==> src/hdl/dhno_pkg.sv <==
`timescale 1ns / 1ps

package dhno_pkg;

    localparam int MAX_HITS   = 64;
    localparam int COORD_BITS = 21;
    localparam int SLOT_BITS  = $clog2(MAX_HITS);
    localparam int COUNT_BITS = $clog2(MAX_HITS + 1);
    localparam int DIFF_BITS  = COORD_BITS + 1;
    localparam int SQ_BITS    = 2 * COORD_BITS + 1;
    localparam int DIST_BITS  = SQ_BITS + 1;
    localparam int REQ_BITS   = 2;
    localparam int KIND_BITS  = 2;
    localparam int CFG_BITS   = 1;

    typedef logic signed [COORD_BITS-1:0] coord_t;

    localparam coord_t SAFE_HEIGHT_RESET = coord_t'(5000);
    localparam coord_t DRILL_DEPTH_RESET = coord_t'(-2000);

    localparam logic [CFG_BITS-1:0] CFG_SAFE_HEIGHT = 1'b0;
    localparam logic [CFG_BITS-1:0] CFG_DRILL_DEPTH = 1'b1;

    typedef enum logic [REQ_BITS-1:0] {
        REQ_CLEAR = 2'd0,
        REQ_ADD   = 2'd1,
        REQ_NEXT  = 2'd2
    } req_t;

    typedef enum logic [KIND_BITS-1:0] {
        MOVE_RAPID     = 2'd0,
        MOVE_PLUNGE    = 2'd1,
        MOVE_NONE_LEFT = 2'd2,
        MOVE_FULL      = 2'd3
    } move_kind_t;

    typedef enum logic [2:0] {
        OSEL_FULL,
        OSEL_NONE,
        OSEL_RAPID_UP,
        OSEL_PLUNGE,
        OSEL_RAPID_OUT
    } out_sel_t;

    typedef enum logic [2:0] {
        ST_IDLE,
        ST_SCAN,
        ST_FULL,
        ST_NONE,
        ST_RAPID_UP,
        ST_PLUNGE,
        ST_RAPID_OUT
    } state_t;

    typedef struct packed {
        logic     accept;
        logic     clear;
        logic     add;
        logic     scan_start;
        logic     take;
        logic     load;
        out_sel_t sel;
    } cmd_t;

    typedef struct packed {
        logic full;
        logic scan_busy;
        logic found;
        logic out_free;
    } status_t;

endpackage

==> src/hdl/dhno_ctrl.sv <==
`timescale 1ns / 1ps

module dhno_ctrl (
    input  logic                           aclk,
    input  logic                           aresetn,
    input  logic                           s_valid,
    output logic                           s_ready,
    input  logic [dhno_pkg::REQ_BITS-1:0]  s_req_type,
    input  dhno_pkg::status_t              sts,
    output dhno_pkg::cmd_t                 cmd
);

    dhno_pkg::state_t state_reg;
    dhno_pkg::state_t state_next;

    always_ff @(posedge aclk) begin
        if (!aresetn) begin
            state_reg <= dhno_pkg::ST_IDLE;
        end else begin
            state_reg <= state_next;
        end
    end

    always_comb begin
        state_next     = state_reg;
        s_ready        = 1'b0;
        cmd.accept     = 1'b0;
        cmd.clear      = 1'b0;
        cmd.add        = 1'b0;
        cmd.scan_start = 1'b0;
        cmd.take       = 1'b0;
        cmd.load       = 1'b0;
        cmd.sel        = dhno_pkg::OSEL_NONE;
        case (state_reg)
            dhno_pkg::ST_IDLE: begin
                s_ready    = 1'b1;
                cmd.accept = s_valid;
                if (s_valid) begin
                    case (s_req_type)
                        dhno_pkg::REQ_CLEAR: begin
                            cmd.clear = 1'b1;
                        end
                        dhno_pkg::REQ_ADD: begin
                            if (sts.full) begin
                                state_next = dhno_pkg::ST_FULL;
                            end else begin
                                cmd.add = 1'b1;
                            end
                        end
                        dhno_pkg::REQ_NEXT: begin
                            cmd.scan_start = 1'b1;
                            state_next     = dhno_pkg::ST_SCAN;
                        end
                        default: begin
                        end
                    endcase
                end
            end
            dhno_pkg::ST_SCAN: begin
                if (!sts.scan_busy) begin
                    if (sts.found) begin
                        cmd.take   = 1'b1;
                        state_next = dhno_pkg::ST_RAPID_UP;
                    end else begin
                        state_next = dhno_pkg::ST_NONE;
                    end
                end
            end
            dhno_pkg::ST_FULL: begin
                cmd.sel = dhno_pkg::OSEL_FULL;
                if (sts.out_free) begin
                    cmd.load   = 1'b1;
                    state_next = dhno_pkg::ST_IDLE;
                end
            end
            dhno_pkg::ST_NONE: begin
                cmd.sel = dhno_pkg::OSEL_NONE;
                if (sts.out_free) begin
                    cmd.load   = 1'b1;
                    state_next = dhno_pkg::ST_IDLE;
                end
            end
            dhno_pkg::ST_RAPID_UP: begin
                cmd.sel = dhno_pkg::OSEL_RAPID_UP;
                if (sts.out_free) begin
                    cmd.load   = 1'b1;
                    state_next = dhno_pkg::ST_PLUNGE;
                end
            end
            dhno_pkg::ST_PLUNGE: begin
                cmd.sel = dhno_pkg::OSEL_PLUNGE;
                if (sts.out_free) begin
                    cmd.load   = 1'b1;
                    state_next = dhno_pkg::ST_RAPID_OUT;
                end
            end
            dhno_pkg::ST_RAPID_OUT: begin
                cmd.sel = dhno_pkg::OSEL_RAPID_OUT;
                if (sts.out_free) begin
                    cmd.load   = 1'b1;
                    state_next = dhno_pkg::ST_IDLE;
                end
            end
            default: begin
                state_next = dhno_pkg::ST_IDLE;
            end
        endcase
    end

endmodule

==> config.mk <==
export PLATFORM = sky130hd
export DESIGN_NAME = dhno_ctrl
export DESIGN_NICKNAME = d
export VERILOG_FILES = /design/src/hdl/dhno_pkg.sv /design/src/hdl/dhno_ctrl.sv
export SDC_FILE = /design/constraint.sdc
export NUM_CORES = 1
export LEC_CHECK = 0
export BUFFER_PORTS_ARGS = -buffer_cell sky130_fd_sc_hd__buf_2
export CORE_AREA = 4 4 41 43
export CTS_BUF_LIST = sky130_fd_sc_hd__clkbuf_16
export CTS_CLUSTER_SIZE = 25
export DETAILED_ROUTE_END_ITERATION = 10
export DIE_AREA = 0 0 45 47
export PLACE_DENSITY = 0.6
export SYNTH_ARGS = -nofsm -noshare
export SYNTH_HDL_FRONTEND = slang
export SYNTH_SLANG_ARGS = --single-unit
==> constraint.sdc <==
create_clock -name aclk -period 1.3 [get_ports aclk]
set_input_delay 0.065 -clock aclk [delete_from_list [all_inputs] [get_ports aclk]]
set_output_delay 0.065 -clock aclk [all_outputs]
set_load 0.01 [all_outputs]
### Yosys cells after proc, flatten, opt, wreduce, memory -nomap -nowiden

Cells that the tools add are included.

* equal/unequal tests: 15
* reductions and logical operators: 4
* magnitude comparators: 0
* $add $sub $neg: 0
* bitwise logic cells: 0
* multipliers: 0
* shift-type cells: 0
* divide/modulo/power cells: 0
* multiplexer cells: 21

Operators with widths (number)
* 2-to-1 mux 3 bit: 8
* one-hot mux 4 bit (5 select lines): 1
* one-hot mux 3 bit (5 select lines): 1
* == test 3 bit (second input constant): 3
* 2-to-1 mux 1 bit: 9
* inequality test 2 bit (second input constant): 4
* AND reduction 7 bit: 1
* == test 3 x 2 -> 1 bit (second input constant): 2
* one-hot mux 3 bit (2 select lines): 1
* 2-to-1 mux 4 bit: 1
* == test 3 x 1 -> 1 bit (second input constant): 1
* logical NOT 3 bit: 1
* inequality test 3 x 1 -> 1 bit (second input constant): 1
* inequality test 3 bit (second input constant): 1
* OR reduction 3 bit: 1
* == test 2 x 1 -> 1 bit (second input constant): 1
* == test 2 bit (second input constant): 1
* logical NOT 2 bit: 1
* inequality test 2 x 1 -> 1 bit (second input constant): 1

* bits in latches: 0
* logic and storage cells: 41
* memories kept: 0
* output and inout port bits: 10
* register bits: 3
* RAM bits: 0
* memory bits (read-only): 0

### Longest topological paths before layout

* depth after elaboration: 4
* depth in mapped cells: 6

### Worst setup path after synthesis

OpenSTA, ideal clock, no wires.

* kind: register to register
* start: register state_reg[0]
* end: register state_reg[0]
* library setup time: 72 ps
* setup slack: 200 ps
* arrival time: 1029 ps
* clock period less this slack: 1100 ps
* cell stages (with the launch flop): 5
* cell sequence: dfxtp_1 > nor3_2 > o21ai_2 > o21ai_2 > mux2i_1

* cells in the longest elaborated chain, start to end: 4
* elaborated cells between the ends (all ways): 17
* classes of those cells: 13 x eq/ne; 1 x mux; 3 x reduce/logical

RTL lines
* start, declared: RTL line dhno_ctrl.sv:13 `dhno_pkg::state_t state_reg;`
* start signal, assigned: RTL line dhno_ctrl.sv:18 `state_reg <= dhno_pkg::ST_IDLE;`
* start signal, assigned: RTL line dhno_ctrl.sv:20 `state_reg <= state_next;`
* == test 3 bit / == test 3 x 2 -> 1 bit (equally long branches): RTL line dhno_ctrl.sv:34 `case (state_reg)`
* OR reduction 3 bit (no line)
* inequality test 2 x 1 -> 1 bit (no line)
* AND reduction 7 bit (no line)

Several ways; a longest one is shown, not always the timed one.
A chain may end at the register's enable or synchronous reset.

==> metrics.txt <==
# TYPE chip_impl_metric gauge
chip_impl_metric{name="placement.cell_area",unit="um^2"} 459
chip_impl_info{name="crit_family",value="simple AND/OR/NAND/NOR gates"} 1
chip_impl_metric{name="power.density",unit="nW/um^2"} 2000
chip_impl_info{name="layout.cells.most_common_list",value="sky130_fd_sc_hd__buf_2 (18), sky130_fd_sc_hd__inv_1 (5), sky130_fd_sc_hd__nor2b_1 (5)"} 1
chip_impl_info{name="cts_tree",value="done"} 1
chip_impl_info{name="ctsRootBufferMaster",value="sky130_fd_sc_hd__clkbuf_16"} 1
chip_impl_metric{name="drv_cap",unit=""} 0
chip_impl_metric{name="seq_area_frac_synth",unit=""} 0.173
chip_impl_metric{name="min_period_over_period",unit=""} 0.929
chip_impl_metric{name="syn_nets",unit=""} 57
chip_impl_info{name="worst_r2r_endpoint",value="state_reg[0]$_SDFFE_PN0P_"} 1
chip_impl_metric{name="drt-initial-drc-count",unit=""} 4
chip_impl_metric{name="grt.total_usage",unit=""} 0.0742
chip_impl_metric{name="groute.layer.met2.usage",unit=""} 0.119
chip_impl_metric{name="hold_viol_final",unit=""} 0
chip_impl_metric{name="fin_skew",unit="ns"} 0.00179
chip_impl_metric{name="core",unit="um^2"} 1300
chip_impl_info{name="layout_commonest_cell",value="sky130_fd_sc_hd__buf_2"} 1
chip_impl_info{name="timing.rr.start",value="state_reg[2]$_SDFFE_PN0P_"} 1
chip_impl_metric{name="place_hpwl",unit="um"} 632
chip_impl_metric{name="die_height",unit="um"} 47
chip_impl_metric{name="synth-warning-count",unit=""} 0
chip_impl_metric{name="cts_htree_levels",unit=""} 1
chip_impl_metric{name="via_count_of_the_first_global_routing_pass",unit=""} 297
chip_impl_metric{name="cts_buffer_depth",unit=""} 2
chip_impl_metric{name="finalHoldWorstSlack",unit="ns"} 0.126
chip_impl_metric{name="worst_slew_pin_slew",unit="ns"} 0.244
chip_impl_info{name="slowest_stage",value="sky130_fd_sc_hd__dfxtp_1"} 1
chip_impl_metric{name="finalSetupViolCount",unit=""} 0
chip_impl_metric{name="met3_usage",unit=""} 0.0115
chip_impl_metric{name="total_number_of_placement_rows",unit=""} 13
chip_impl_info{name="crit_path_cell_trace",value="nor3_4 -> and3_1 -> buf_2"} 1
chip_impl_metric{name="cp_data_required_time",unit="ns"} 1.24
chip_impl_metric{name="grt_pass1_wl",unit="mm"} 1.18
chip_impl_metric{name="post_synth_num_cell_types",unit=""} 22
chip_impl_metric{name="largest_register_ff_count",unit=""} 3
chip_impl_metric{name="cts.hold.buffers_added",unit=""} 0
chip_impl_info{name="worstSetupStartpointType",value="flop"} 1
chip_impl_metric{name="fill_cells",unit=""} 146
chip_impl_metric{name="dr.pass1.iters",unit=""} 2
chip_impl_metric{name="post_synth.cell_area_avg",unit="um^2"} 7.73
chip_impl_metric{name="area_growth",unit="%"} 57.2
chip_impl_metric{name="hold-path-cell-count",unit=""} 3
chip_impl_metric{name="final_area",unit="um^2"} 547
chip_impl_metric{name="cts_setup_buffers",unit=""} 0
chip_impl_metric{name="path_max_fanout",unit=""} 6
chip_impl_metric{name="vias",unit=""} 364
chip_impl_metric{name="irDropWorstVdd",unit="uV"} 537
chip_impl_metric{name="nNetsFinal",unit=""} 80
chip_impl_metric{name="syn_std_cell_area",unit="um^2"} 348
chip_impl_metric{name="clock_insertion_delay_at_the_later_pin_of_the_skew_report",unit="ns"} 0.22
chip_impl_info{name="worst_setup_path_end_kind",value="output pin"} 1
chip_impl_metric{name="ys_seq_elements",unit=""} 3
chip_impl_metric{name="final.setup.tns",unit="ns"} 0
chip_impl_info{name="rsz_0062_raised_after_global_routing",value="false"} 1
chip_impl_metric{name="static-leakage-power",unit="nW"} 0.289
chip_impl_metric{name="place.port_buffers",unit=""} 18
chip_impl_metric{name="ff2ff_setup_slack",unit="ns"} 0.23
chip_impl_metric{name="route.detailed.drc",unit=""} 0
chip_impl_metric{name="grt.overflow.total",unit=""} 0
chip_impl_metric{name="route.detailed.wl_per_inst",unit="um"} 9.78
chip_impl_metric{name="synthCells",unit=""} 45
chip_impl_metric{name="num_antenna_cells",unit=""} 0
chip_impl_info{name="min_delay_worst_endpoint",value="state_reg[1]$_SDFFE_PN0P_"} 1
chip_impl_info{name="source_of_the_worst_hold_timing_path",value="aresetn"} 1
chip_impl_metric{name="relSlewSlack",unit=""} 0.835
chip_impl_metric{name="worstPathArrival",unit="ns"} 1.14
chip_impl_metric{name="clock_sink_count",unit=""} 3
chip_impl_metric{name="grt_start_max_net_pins",unit=""} 11
chip_impl_metric{name="io_pins",unit=""} 19
chip_impl_metric{name="vias_per_cell",unit=""} 4.44
chip_impl_metric{name="dieWidth",unit="um"} 45
chip_impl_metric{name="wirelength",unit="um"} 802
chip_impl_metric{name="gp_congestion",unit=""} 0.719
chip_impl_metric{name="met1_track_utilization_from_global_routing",unit=""} 0.0975
chip_impl_info{name="global_route.peak_usage_layer",value="met2"} 1
chip_impl_metric{name="max_freq",unit="GHz"} 0.828
chip_impl_metric{name="drtAntennaViolNets",unit=""} 0
chip_impl_metric{name="post_route_cells_drive_above_1_share",unit=""} 0.463
chip_impl_info{name="min-delay-path-class",value="in2reg"} 1
chip_impl_metric{name="antenna_found_initial",unit=""} 0
chip_impl_metric{name="layout_min_cycle_time",unit="ns"} 1.21
chip_impl_metric{name="cts_clk_pin_slew_worst_paths",unit="ns"} 0.03
chip_impl_metric{name="critical_path_buf_inv_count",unit=""} 1
chip_impl_metric{name="fin_total_pwr",unit="mW"} 1.10
chip_impl_metric{name="r2r_cells",unit=""} 4
chip_impl_metric{name="dieArea",unit="um^2"} 2120
chip_impl_metric{name="initial_core_util",unit=""} 0.267
chip_impl_info{name="status",value="finished clean"} 1
chip_impl_metric{name="max_slew_violation_total_from_the_final_report",unit=""} 0
chip_impl_metric{name="timing.critical_path.slowest_cell_delay",unit="ns"} 0.34
chip_impl_metric{name="cts-buffers-inserted",unit=""} 3
chip_impl_info{name="crit_type",value="reg2out"} 1
-- cell families (layout without fill, tap and decap cells) --
family	count (synthesis)	in the layout	share of synthesized area
compound gates	9	9	0.223
fa+ha+maj	3	3	0.108
buf+inv	7	29	0.101
flops	3	3	0.173
mux	2	2	0.0576
simple gates	21	21	0.338
-- synth_stat cells --
library cell | n | area share
sky130_fd_sc_hd__nand2_1 | 4 | 0.043
sky130_fd_sc_hd__ha_1 | 3 | 0.11
sky130_fd_sc_hd__buf_2 | 1 | 0.014
sky130_fd_sc_hd__nand2b_1 | 1 | 0.018
sky130_fd_sc_hd__and4b_1 | 1 | 0.029
sky130_fd_sc_hd__mux2i_1 | 2 | 0.058
sky130_fd_sc_hd__a32oi_1 | 1 | 0.025
sky130_fd_sc_hd__dfxtp_1 | 3 | 0.17
sky130_fd_sc_hd__o21ai_0 | 1 | 0.014
sky130_fd_sc_hd__inv_1 | 4 | 0.043
sky130_fd_sc_hd__o311ai_1 | 1 | 0.025
sky130_fd_sc_hd__o31ai_2 | 1 | 0.036
sky130_fd_sc_hd__nand3_1 | 1 | 0.014
sky130_fd_sc_hd__o21bai_1 | 1 | 0.022
sky130_fd_sc_hd__nor2_1 | 4 | 0.043
sky130_fd_sc_hd__nor2b_1 | 5 | 0.090
sky130_fd_sc_hd__and2_1 | 1 | 0.018
sky130_fd_sc_hd__o221ai_1 | 1 | 0.025
sky130_fd_sc_hd__o21ai_2 | 3 | 0.076
sky130_fd_sc_hd__and3_1 | 3 | 0.054
sky130_fd_sc_hd__buf_4 | 2 | 0.043
sky130_fd_sc_hd__nor3_2 | 1 | 0.029
-- timing repair --
action                                  4_1_cts  5_1_grt
endpoints found under the setup margin        0        4
hold endpoints to repair                      0        0
resized for setup                             0        3
-- metrics by stage --
stage,setup slack [ns],utilization,cells
4_1_cts,0.0222,0.413,82
5_1_grt,0.0192,0.420,82
3_3_place_gp,0.237,0.353,78
6_report,0.0920,0.420,82
2_1_floorplan,0.200,-,45
3_5_place_dp,0.181,0.353,78
-- power breakdown --
group | total (mW) | internal (mW) | switching [mW]
sequential | 0.165 | 0.124 | 0.0412
combinational | 0.460 | 0.216 | 0.244
clock | 0.470 | 0.396 | 0.0747
-- worst max-delay path by stage --
stage | to | cells past startpoint | from
floorplan | state_reg[0]$_SDFFE_PN0P_ | 4 | state_reg[0]$_SDFFE_PN0P_
global placement | state_reg[0]$_SDFFE_PN0P_ | 4 | state_reg[2]$_SDFFE_PN0P_
detailed placement | state_reg[0]$_SDFFE_PN0P_ | 4 | state_reg[2]$_SDFFE_PN0P_
CTS | cmd[5] | 3 | state_reg[2]$_SDFFE_PN0P_
global route | cmd[5] | 3 | state_reg[0]$_SDFFE_PN0P_
finish | cmd[5] | 3 | state_reg[0]$_SDFFE_PN0P_
-- worst register-to-register path: cells and delay by family, from the launching register on --
family	cells	cell delay (ns)
buffers and inverters	1	0.17
muxes	1	0.13
DFF	1	0.35
AOI/OAI and AO/OA	2	0.35
-- layer usage --
layer  vias up  routed length [um]
met3         0                  59
met5         -                   0
met1       154                 408
met4         0                   0
li1        198                   -
met2        12                 333
-- final cells by class --
type	count	area (um^2)	area share
multi-input combinational	35	259	0.474
timing repair buffer	21	113	0.206
clock buffer	3	75.1	0.137
sequential	3	62.6	0.114
tap	15	18.8	0.0343
inverter	4	15.0	0.0275
clock inverter	1	3.75	0.00686
Power figures use the tool's default switching activity.
